[src/sv/hsva_pkg.sv]
// Shared types and constants for the HSVA to RGBA pixel converter.
// No dependencies; used by hsva_hue_split and hsva_to_rgba_pixel.
package hsva_pkg;

  // Hue sectors of 60 degrees, in color-wheel order
  typedef enum logic [2:0] {
    SEC_RED_YEL = 3'd0,
    SEC_YEL_GRN = 3'd1,
    SEC_GRN_CYN = 3'd2,
    SEC_CYN_BLU = 3'd3,
    SEC_BLU_MAG = 3'd4,
    SEC_MAG_RED = 3'd5
  } sector_e;

  typedef struct packed {
    sector_e     sector;
    logic [15:0] frac;    // position inside the sector, 16-bit fraction
  } hue_split_t;

  localparam logic [5:0]  DEG_PER_SECTOR = 6'd60;
  localparam logic [2:0]  SECTOR_COUNT   = 3'd6;
  // floor(2^k / d) reciprocals; the estimate is low by at most one
  localparam logic [16:0] RECIP60_K22    = 17'd69905;
  localparam logic [22:0] RECIP60_K28    = 23'd4473924;
  localparam logic [11:0] RECIP6_K14     = 12'd2730;

  localparam logic [8:0]  UNIT_SCALE     = 9'd256;
  localparam logic [7:0]  LEVEL_MAX      = 8'd255;
  localparam logic [16:0] FRAC_ONE       = 17'h10000;
  localparam logic [24:0] LEVEL_ONE      = 25'h1000000;

endpackage

[src/sv/hsva_hue_split.sv]
// Hue decomposition: sector index and in-sector fraction, four register stages.
// Depends on hsva_pkg.
module hsva_hue_split #(
  parameter int unsigned HUE_FRACTION_BITS = 6
) (
  input  logic                clk_i,
  input  logic                en_i,
  input  logic [15:0]         hue_i,
  output hsva_pkg::hue_split_t split_o
);
  import hsva_pkg::*;

  localparam int unsigned FRAC_SHIFT = 16 - HUE_FRACTION_BITS;
  localparam logic [15:0] LO_MASK    = 16'((32'd1 << HUE_FRACTION_BITS) - 32'd1);

  // stage A: whole degrees and reciprocal product
  logic [15:0] deg_q, lo_a_q;
  logic [32:0] prod_a_q;
  // stage B: degrees / 60 and remainder
  logic [10:0] quo_b_q;
  logic [5:0]  r60_q;
  logic [15:0] lo_b_q;
  // stage C: reciprocal products for the fraction and for quotient mod 6
  logic [21:0] x_q;
  logic [43:0] prod_c_q;
  logic [10:0] quo_c_q;
  logic [22:0] prod_s_q;
  // stage D
  hue_split_t  split_q;

  logic [15:0] deg_d;
  logic [32:0] prod_a_d;
  logic [10:0] q0;
  logic [16:0] qx60, r_a;
  logic [10:0] quo_b_d;
  logic [5:0]  r60_d;
  logic [15:0] rem;
  logic [21:0] x_d;
  logic [43:0] prod_c_d;
  logic [22:0] prod_s_d;
  logic [15:0] f0;
  logic [21:0] fx60, rf;
  logic [7:0]  s0;
  logic [10:0] sx6, r6;
  logic [2:0]  sec;
  hue_split_t  split_d;

  always_comb begin
    deg_d    = hue_i >> HUE_FRACTION_BITS;
    prod_a_d = 33'(deg_d) * 33'(RECIP60_K22);
  end

  always_comb begin
    q0   = prod_a_q[32:22];
    qx60 = 17'(q0) * 17'(DEG_PER_SECTOR);
    r_a  = {1'b0, deg_q} - qx60;
    if (r_a >= 17'(DEG_PER_SECTOR)) begin
      quo_b_d = q0 + 11'd1;
      r60_d   = 6'(r_a - 17'(DEG_PER_SECTOR));
    end else begin
      quo_b_d = q0;
      r60_d   = r_a[5:0];
    end
  end

  always_comb begin
    rem      = (16'(r60_q) << HUE_FRACTION_BITS) | lo_b_q;
    x_d      = 22'(rem) << FRAC_SHIFT;
    prod_c_d = 44'(x_d) * 44'(RECIP60_K28);
    prod_s_d = 23'(quo_b_q) * 23'(RECIP6_K14);
  end

  always_comb begin
    f0   = prod_c_q[43:28];
    fx60 = 22'(f0) * 22'(DEG_PER_SECTOR);
    rf   = x_q - fx60;
    s0   = prod_s_q[21:14];
    sx6  = 11'(s0) * 11'(SECTOR_COUNT);
    r6   = quo_c_q - sx6;
    if (r6 >= 11'(SECTOR_COUNT)) begin
      sec = 3'(r6 - 11'(SECTOR_COUNT));
    end else begin
      sec = r6[2:0];
    end
    split_d.sector = sector_e'(sec);
    split_d.frac   = (rf >= 22'(DEG_PER_SECTOR)) ? f0 + 16'd1 : f0;
  end

  always_ff @(posedge clk_i) begin
    if (en_i) begin
      deg_q    <= deg_d;
      lo_a_q   <= hue_i & LO_MASK;
      prod_a_q <= prod_a_d;
      quo_b_q  <= quo_b_d;
      r60_q    <= r60_d;
      lo_b_q   <= lo_a_q;
      x_q      <= x_d;
      prod_c_q <= prod_c_d;
      quo_c_q  <= quo_b_q;
      prod_s_q <= prod_s_d;
      split_q  <= split_d;
    end
  end

  assign split_o = split_q;

endmodule

[src/sv/hsva_to_rgba_pixel.sv]
// HSVA to RGBA pixel converter, top level: input clamps, level products, routing.
// Depends on hsva_pkg and hsva_hue_split.

// One pixel per clock while the output is not blocked. A request passes through the
// four hue-split stages, stage 5 and the output register. The pipeline has one
// shared enable: when the output register holds a result that is not taken, every
// stage holds and in_ready_o drops, so in_ready_o follows out_ready_i combinationally.
// Hue is split into sector and fraction by constant-reciprocal products over four
// stages, then one stage forms the f*sat products and the last stage the q and t
// levels and channel routing.
module hsva_to_rgba_pixel #(
  parameter int unsigned HUE_FRACTION_BITS = 6
) (
  input  logic              clk_i,
  input  logic              rst_ni,
  input  logic              in_valid_i,
  output logic              in_ready_o,
  input  logic [15:0]       hue_angle_i,
  input  logic [8:0]        saturation_i,
  input  logic [8:0]        brightness_i,
  input  logic signed [9:0] opacity_i,
  output logic              out_valid_o,
  input  logic              out_ready_i,
  output logic [7:0]        red_o,
  output logic [7:0]        green_o,
  output logic [7:0]        blue_o,
  output logic [7:0]        alpha_out_o
);
  import hsva_pkg::*;

  localparam int unsigned SPLIT_STAGES = 4;
  localparam int unsigned STAGES       = SPLIT_STAGES + 2;

  logic              advance;
  logic [STAGES-1:0] vld_q;
  hue_split_t        split;

  // side data carried next to the hue split
  logic [8:0]  sat_q   [SPLIT_STAGES];
  logic [15:0] bigv_q  [SPLIT_STAGES];
  logic [7:0]  alpha_q [SPLIT_STAGES];

  logic [8:0]  sat_c, val_c, alpha_c;
  logic [15:0] bigv_d;
  logic [16:0] alpha_prod;

  // stage 5
  logic [24:0] fs_d, ft_d, pp_d;
  logic [16:0] frac_inv;
  logic [24:0] fs_q, ft_q;
  logic [7:0]  lp5_q, lv5_q, alpha5_q;
  logic [15:0] bigv5_q;
  sector_e     sector5_q;

  // output stage
  logic [24:0] term_lq, term_lt;
  logic [40:0] prod_lq, prod_lt;
  logic [7:0]  lq, lt;
  logic [7:0]  red_d, green_d, blue_d;
  logic [7:0]  red_q, green_q, blue_q, alpha_out_q;

  assign advance    = !vld_q[STAGES-1] || out_ready_i;
  assign in_ready_o = advance;

  always_comb begin
    sat_c = (saturation_i > UNIT_SCALE) ? UNIT_SCALE : saturation_i;
    val_c = (brightness_i > UNIT_SCALE) ? UNIT_SCALE : brightness_i;
    if (opacity_i < 10'sd0) begin
      alpha_c = 9'd0;
    end else if (opacity_i > $signed({1'b0, UNIT_SCALE})) begin
      alpha_c = UNIT_SCALE;
    end else begin
      alpha_c = opacity_i[8:0];
    end
    bigv_d     = 16'(val_c) * 16'(LEVEL_MAX);
    alpha_prod = 17'(alpha_c) * 17'(LEVEL_MAX);
  end

  hsva_hue_split #(
    .HUE_FRACTION_BITS(HUE_FRACTION_BITS)
  ) u_hue_split (
    .clk_i  (clk_i),
    .en_i   (advance),
    .hue_i  (hue_angle_i),
    .split_o(split)
  );

  always_comb begin
    frac_inv = FRAC_ONE - 17'(split.frac);
    fs_d     = 25'(split.frac) * 25'(sat_q[SPLIT_STAGES-1]);
    ft_d     = 25'(frac_inv) * 25'(sat_q[SPLIT_STAGES-1]);
    pp_d     = 25'(bigv_q[SPLIT_STAGES-1]) * 25'(UNIT_SCALE - sat_q[SPLIT_STAGES-1]);
  end

  always_comb begin
    term_lq = LEVEL_ONE - fs_q;
    term_lt = LEVEL_ONE - ft_q;
    prod_lq = 41'(bigv5_q) * 41'(term_lq);
    prod_lt = 41'(bigv5_q) * 41'(term_lt);
    lq      = prod_lq[39:32];
    lt      = prod_lt[39:32];
    case (sector5_q)
      SEC_RED_YEL: begin
        red_d = lv5_q; green_d = lt;    blue_d = lp5_q;
      end
      SEC_YEL_GRN: begin
        red_d = lq;    green_d = lv5_q; blue_d = lp5_q;
      end
      SEC_GRN_CYN: begin
        red_d = lp5_q; green_d = lv5_q; blue_d = lt;
      end
      SEC_CYN_BLU: begin
        red_d = lp5_q; green_d = lq;    blue_d = lv5_q;
      end
      SEC_BLU_MAG: begin
        red_d = lt;    green_d = lp5_q; blue_d = lv5_q;
      end
      default: begin
        red_d = lv5_q; green_d = lp5_q; blue_d = lq;
      end
    endcase
  end

  always_ff @(posedge clk_i or negedge rst_ni) begin
    if (!rst_ni) begin
      vld_q <= '0;
    end else if (advance) begin
      vld_q <= {vld_q[STAGES-2:0], in_valid_i};
    end
  end

  always_ff @(posedge clk_i) begin
    if (advance) begin
      sat_q[0]   <= sat_c;
      bigv_q[0]  <= bigv_d;
      alpha_q[0] <= alpha_prod[15:8];
      for (int i = 1; i < SPLIT_STAGES; i++) begin
        sat_q[i]   <= sat_q[i-1];
        bigv_q[i]  <= bigv_q[i-1];
        alpha_q[i] <= alpha_q[i-1];
      end
      fs_q        <= fs_d;
      ft_q        <= ft_d;
      lp5_q       <= pp_d[23:16];
      lv5_q       <= bigv_q[SPLIT_STAGES-1][15:8];
      bigv5_q     <= bigv_q[SPLIT_STAGES-1];
      alpha5_q    <= alpha_q[SPLIT_STAGES-1];
      sector5_q   <= split.sector;
      red_q       <= red_d;
      green_q     <= green_d;
      blue_q      <= blue_d;
      alpha_out_q <= alpha5_q;
    end
  end

  assign out_valid_o = vld_q[STAGES-1];
  assign red_o       = red_q;
  assign green_o     = green_q;
  assign blue_o      = blue_q;
  assign alpha_out_o = alpha_out_q;

  // a blocked output freezes every stage
  a_stall_holds: assert property (@(posedge clk_i) disable iff (!rst_ni)
    (out_valid_o && !out_ready_i) |=> $stable(vld_q))
    else $error("pipeline moved while output was blocked");

  // p never exceeds v
  a_p_below_v: assert property (@(posedge clk_i) disable iff (!rst_ni)
    vld_q[STAGES-2] |-> (lp5_q <= lv5_q))
    else $error("p level above v level");

  // f*sat terms stay within one, else the q/t subtraction wraps
  a_terms_in_range: assert property (@(posedge clk_i) disable iff (!rst_ni)
    vld_q[STAGES-2] |-> ((fs_q <= LEVEL_ONE) && (ft_q <= LEVEL_ONE)))
    else $error("fraction-saturation product out of range");

endmodule

[config.mk]
export PLATFORM = sky130hd
export DESIGN_NAME = hsva_to_rgba_pixel
export DESIGN_NICKNAME = d
export VERILOG_FILES = /design/src/sv/hsva_pkg.sv /design/src/sv/hsva_hue_split.sv /design/src/sv/hsva_to_rgba_pixel.sv
export SDC_FILE = /design/constraint.sdc
export NUM_CORES = 2
export LEC_CHECK = 0
export ABC_AREA = 1
export BUFFER_PORTS_ARGS = -buffer_cell sky130_fd_sc_hd__buf_2
export CAP_MARGIN = 5
export CORE_MARGIN = 5
export CORE_UTILIZATION = 29
export DETAILED_ROUTE_END_ITERATION = 7
export SLEW_MARGIN = 15
export SYNTH_ARGS = -nofsm -noshare
export SYNTH_HDL_FRONTEND = slang
export SYNTH_SLANG_ARGS = --single-unit
[constraint.sdc]
create_clock -name clk_i -period 27.1 [get_ports clk_i]
set_input_delay 4.065 -clock clk_i [delete_from_list [all_inputs] [get_ports clk_i]]
set_output_delay 4.065 -clock clk_i [all_outputs]
set_load 0.01 [all_outputs]
==> impl_metrics.ini <==
[routing]
remaining_drc_errors = 0
ant_nets = 0
firstDrtPassIters = 5
vias = 47075
drt-vias-per-instance = 4.69
routed_wl_mm = 166
drt_iter0_markers = 2945
wl_per_cell_um = 16.6

[worst_setup_path]
arrival_ps = 9030
critPathKind = reg2reg
r2r_slack_ps = 18350
max_stage_delay_ps = 720
crit_path_max_fanout = 18
critPathLaunch = fs_q[0]
r2r_start = fs_q[0]
required_ps = 27380
path_common_cell = fa_1
end_kind = register
startpoint_type = register
crit_slowest_cell = edfxtp_1

[synthesis]
synth_cell_types = 60
synthCells = 7189
synth-seq-area-share = 0.170
synth_edf_count = 346
synth_top_flop_cell = edfxtp_1
synthesis.area_um2 = 61900
synth_warnings = 0
ys_ff_latch = 352
syn_nets = 8940
avgSynthCellArea_um2 = 8.60
synthArstFlopShare = 0.0170

[global_route]
gr-total-overflow = 0
antenna_found_initial = 0
first_global_vias = 50118
grt_use_total = 0.150
grt_pass1_wl_mm = 271
grt_max_degree = 153

[hold_path]
worstHoldStart = bigv_q[2][4]
hp-class = reg2reg

[die]
core_area_um2 = 212000
initial_core_util = 0.292
die_area_um2 = 223000
row_count = 169
die_y_um = 472
io_pins = 82
die_w_um = 472

[timing]
setup-tns-final_ps = 0
slew_violations = 0
max_freq_mhz = 114
fin_ws_ps = 18350
hold_viol_final = 0
slew_headroom = 0.228
setup-violations-final = 0
rsz0062_at_grt = no
tightest_slew_ps = 1150
min_period_ps = 8750
finalCritPeriodShare = 0.323
skew_ps = 57.2

[cts]
cts_setup_buffers = 0
cts_max_level = 2
cts_tree = yes
cts_root_buf = clkbuf_16
clock_latency_ps = 630
clockBufferDepth = 3
cts.hold.buffers_added = 0
clock_sinks = 352
numCtsBuffers = 41
cts-resized-gates = 0
clk_pin_slew_ps = 80

[finish]
drive_gt1_frac = 0.0366
fin_util = 0.315
antennaDiodeCount = 0
final-instance-count-excl-fill = 10029
fillers = 22197
fin_nets = 8927
multiInputGateArea_um2 = 44100
regArea_um2 = 10500
syn_to_final_growth_pct = 7.94

[place]
gp_congestion = 0.917
place_inst = 9954
place_ws_ps = 18090
dpl.hpwl_mm = 135
portBuffers = 81

[outcome]
status = completed

[run]
drv_cap = 0
[path summary, 6_finish.rpt]
path,endpoint,depth (start not counted)
setup / recovery,blue_o[5],30
hold / removal,bigv_q[3][4],0
setup reg to reg,blue_o[5],30
hold reg to reg,bigv_q[3][4],0
max in group asynchronous,vld_q[0],1
min in group asynchronous,vld_q[1],1
[sequential cells by signal (all words and copies together), names as in the netlist, 8 cells and up]
register and count:
bigv_q 64, sat_q 36, alpha_q 32, fs_q 25, ft_q 24, u_hue_split.split_o 19
u_hue_split.prod_c_q 16, u_hue_split.x_q 12, u_hue_split.deg_q 10, alpha5_q 8, alpha_out_o 8, bigv5_q 8
blue_o 8, green_o 8, lp5_q 8, lv5_q 8, red_o 8, u_hue_split.prod_s_q 8
[worst max-delay path, delay by kind of cell (launching register included)]
family | cells | cell delay [ps]
AND/OR/NAND/NOR | 12 | 2060
flip-flops | 1 | 720
adder cells (fa/ha/maj) | 7 | 3480
buffers and inverters | 5 | 770
AO/OA/AOI/OAI | 6 | 1380
[cell families (layout without fill, tap and decap cells)]
kind of cell / after synthesis / in the layout / share of synthesized area
simple gates: 2565 / 2565 / 0.170
fa+ha+maj: 1703 / 1703 / 0.475
compound gates: 493 / 493 / 0.0446
xor+xnor: 163 / 163 / 0.0231
other cells: 1 / 1 / 0.0000606
buf+inv: 1912 / 1931 / 0.117
flops: 352 / 352 / 0.170
[layer usage]
layer,up-vias,global-route usage,share of wire
met5,-,0,0
met4,0,0.0372,0.027
met3,266,0.0270,0.073
met2,1522,0.247,0.46
met1,23498,0.206,0.44
li1,21789,-,-
[cells in the final DEF (no fill, tap or decap), types with 37 or more instances in the layout]
cell type,n
xnor2_1,70
nand3_1,189
nor3_1,37
ha_1,630
fa_1,1073
inv_1,1698
nor2_1,681
nand4_1,86
xor2_1,92
buf_2,81
clkbuf_16,41
nand2_1,1455
edfxtp_1,346
buf_4,42
a21oi_1,222
o21ai_0,149
[layout make-up]
cell class | count | area share
flip-flops and latches | 352 | 0.158
well taps | 2821 | 0.0529
clock inverters | 28 | 0.00455
inverters | 1732 | 0.0974
repair buffers | 124 | 0.0111
clock buffers | 47 | 0.0157
multi-input cells | 4925 | 0.661
[synthesized netlist by cell type, types with 16 or more instances]
master	count	area, um2
a21o_1	21	158
a21oi_1	222	1110
a31oi_1	23	144
clkbuf_1	148	556
clkinv_1	19	71.3
edfxtp_1	346	10400
fa_1	1073	21500
ha_1	630	7880
inv_1	1700	6380
nand2_1	1456	5470
nand2_2	17	106
nand3_1	189	946
nand3b_1	16	120
nand4_1	86	538
nor2_1	681	2560
nor3_1	37	185
nor4_1	27	169
o21ai_0	149	746
xnor2_1	71	622
xor2_1	92	806
[through the flow]
step                      instance area, um2  hold slack, ps
after floorplan                        61900             400
after global placement                 65400             401
after detailed placement               65400             405
after CTS                              66800             368
after global routing                   66800             379
final                                  66800             369
Power is left out: the tool's default activity adds up to more than one toggle a clock period on the data nets, which glitch-free logic cannot reach.
